File: src/rtl/svg_ram.sv
`timescale 1ns / 1ps

// Single-port synchronous RAM; read data is registered and holds between reads.
module svg_ram #(
	parameter int WIDTH = 8,
	parameter int DEPTH = 16
) (
	input  logic                     clk,
	input  logic                     en,
	input  logic                     we,
	input  logic [$clog2(DEPTH)-1:0] addr,
	input  logic [WIDTH-1:0]         wdata,
	output logic [WIDTH-1:0]         rdata
);

	logic [WIDTH-1:0] mem [DEPTH];

	always_ff @(posedge clk) begin
		if (en) begin
			if (we) begin
				mem[addr] <= wdata;
			end else begin
				rdata <= mem[addr];
			end
		end
	end

endmodule

File: config.mk
export PLATFORM = sky130hd
export DESIGN_NAME = svg_ram
export DESIGN_NICKNAME = d
export VERILOG_FILES = /design/src/rtl/svg_ram.sv
export SDC_FILE = /design/constraint.sdc
export NUM_CORES = 1
export LEC_CHECK = 0
export ABC_AREA = 1
export BUFFER_PORTS_ARGS = -buffer_cell sky130_fd_sc_hd__buf_2
export CAP_MARGIN = 10
export CORE_ASPECT_RATIO = 1.25
export CORE_MARGIN = 8
export CORE_UTILIZATION = 45
export CTS_CLUSTER_SIZE = 8
export DETAILED_ROUTE_END_ITERATION = 6
export MAX_ROUTING_LAYER = met4
export SLEW_MARGIN = 0
export SYNTH_ARGS = -nofsm -noshare
export SYNTH_HDL_FRONTEND = slang
export SYNTH_SLANG_ARGS = --single-unit
export TNS_END_PERCENT = 50
File: constraint.sdc
create_clock -name clk -period 1.9 [get_ports clk]
set_input_delay 0.095 -clock clk [delete_from_list [all_inputs] [get_ports clk]]
set_output_delay 0.095 -clock clk [all_outputs]
set_load 0.03 [all_outputs]
==> reports/metrics.yaml <==
grt_start_max_net_pins: 39
min_period_ns: 1.16
cts_tree: "yes"
fin_crit_sh_pct: 61.3
worst-setup-path-type: "primary input to flip-flop"
drive_gt1_share_pct: 12.9
vias: 3796
dp_hpwl_um: 8160
grt_pass1_wl_um: 20400
r2r_cells: 8
clockBufferDepth: 2
yosysWarnings: 0
track_usage_pct: 17.3
leakagePower_nw: 2.84
coreArea_um2: 12500
ir_worst_vdd_mv: 0.542
avgSynthCellArea_um2: 10.3
slew_headroom_pct: 71.2
syn_to_final_growth_pct: 16.4
antenna_found_initial: 0
synth_area_leader_cell: "edfxtp_1"
clk_latency_ns: 0.42
ys_ff_latch: 136
gr-total-overflow: 0
maxCapViolCount: 0
outcome: "finished, final reports clean"
die-area_um2: 16500
hold_path.class: "primary input to flip-flop"
drc: 0
clock_skew_ns: 0.00484
ys_seq_area_share_pct: 71.8
wl_per_cell_um: 16.1
h-tree-depth: 4
n_antenna_cell: 0
row_count: 46
synth_nets: 567
nets: 613
cts-resized-gates: 0
synth_top_family_by_area: "simple AND/OR/NAND/NOR gates"
synth_area_leaders: "edfxtp_1 72%, nand2_1 23%, inv_1 1.4%"
synth_compound_area_share_pct: 0
synthAdderAreaFrac_pct: 0
setup_viol: 0
viasPerCell: 4.87
dr_wl_met2_um: 6370
route.met3.wl_um: 523
cp-end-kind: "flip-flop"
cp.required_ns: 2.18
synth.area.mux_share_pct: 0
dpl_cell_area_um2: 6090
cts_setup_buffers: 0
top_layer: "met4"
synth_common_cells: "347 x nand2_1, 136 x edfxtp_1, 21 x inv_1"
final_area_um2: 6620
clkTransAtPathRegs_ns: 0.06
first_global_vias: 3985
regToRegEndpoint: "rdata[3]"
synth_top_area_share_pct: 71.8
setup_tns_ns: 0
clock-sinks: 136
r2r_slack_ns: 0.75
cp.arrival_ns: 1.45
yosysMostFrequentCell: "nand2_1"
root_buffer: "clkbuf_16"
gp_congestion: 0.845
io_pins: 23
postCtsHoldBufs: 0
synth_edf_count: 136
drt-initial-drc-count: 258
syn_inst: 552
drtAntennaViolNets: 0
p_per_area_nw_per_um2: 1010
hold_viol: 0
whs_endpoint: "mem[0][6]"
synth-async-reset-ratio_pct: 0
cp-start-kind: "primary input"
wirelength_um: 12500
critPathMaxFanout: 32
die_x_um: 117
p_total_mw: 6.70
rsz0062_at_grt: "no"
fp.dieH_um: 142
port-buffer-count: 22
ys.flop_type: "edfxtp_1"
synthesis.area_um2: 5690
whs_path_depth: 1
yosys.cell_types.count: 9
synth-xor-area-share_pct: 0
drv_slew: 0
tightest_slew_ns: 0.431
timing.rr.start: "mem[5][3]"
firstDrtPassIters: 5
numCtsBuffers: 17
fmax_mhz: 859
start_util_pct: 45.4
wl_met1_um: 5450
hp-start: "wdata[6]"
yosys.area_share.simple_pct: 24.5
==> per-stage QoR <==
| step | utilization [%] | setup WS [ns] | std cells | hold slack, ns |
|---|---|---|---|---|
| floorplan | - | 0.501 | 552 | 0.194 |
| global placement | 48.5 | 0.330 | 747 | 0.549 |
| detailed placement | 48.5 | 0.326 | 747 | 0.548 |
| CTS | 52.8 | 0.722 | 779 | 0.106 |
| global route | 52.8 | 0.593 | 779 | 0.110 |
| finish | 52.8 | 0.735 | 779 | 0.117 |
==> how the worst max path moves through the flow <==
| stage | slack, ns | start | end |
|---|---|---|---|
| finish | 0.74 | addr[0] | rdata[1] |
| global route | 0.59 | addr[0] | rdata[0] |
| CTS | 0.72 | mem[5][3] | rdata[3] |
| detailed placement | 0.33 | addr[0] | rdata[1] |
| global placement | 0.33 | addr[0] | rdata[7] |
| floorplan | 0.50 | addr[1] | mem[12][0] |
==> cell type report <==
class | instances | area [um2]
fillers | 1174 | 5920
flip-flops and latches | 136 | 4080
multi-input cells | 370 | 1390
clock buffers | 17 | 425
repair buffers | 48 | 305
well taps | 168 | 210
clock inverters | 15 | 111
inverters | 25 | 93.8
==> state kept, by name, summed over array words and instances, names as in the netlist <==
| name | cells |
|---|---|
| rdata | 8 |
| mem | 128 |
==> routing by layer <==
metal | GRT usage, % | up-vias
met5 | - | -
li1 | - | 1865
met4 | 6.96 | 0
met1 | 19.8 | 1840
met2 | 28.3 | 78
met3 | 4.42 | 13
==> critical path: stages <==
cell	delay [ns]
buf_2	0.12
inv_2	0.24
buf_4	0.40
nand2_1	0.11
nand2_1	0.09
nand2_1	0.05
nand2_1	0.07
nand2_1	0.06
nand2_1	0.09
inv_1	0.05
nand2_1	0.06
==> logic make-up after synthesis <==
family / Yosys count
buf+inv: 46
flops: 136
simple gates: 370
==> power by group <==
part           switching (mW)  internal [mW]
combinational           0.284          0.102
sequential            0.00950           3.35
clock                    1.18           1.77
total                    1.48           5.22
==> placed cells by master, fill, tap and decap left out, drive strengths merged <==
master and n:
clkinv 9, clkinvlp 4, nor2 19, bufinv 1, clkbuf 17, buf 48
nand2 347, edfxtp 136, inv 26, nand3 4
Power figures use the tool's default switching activity.
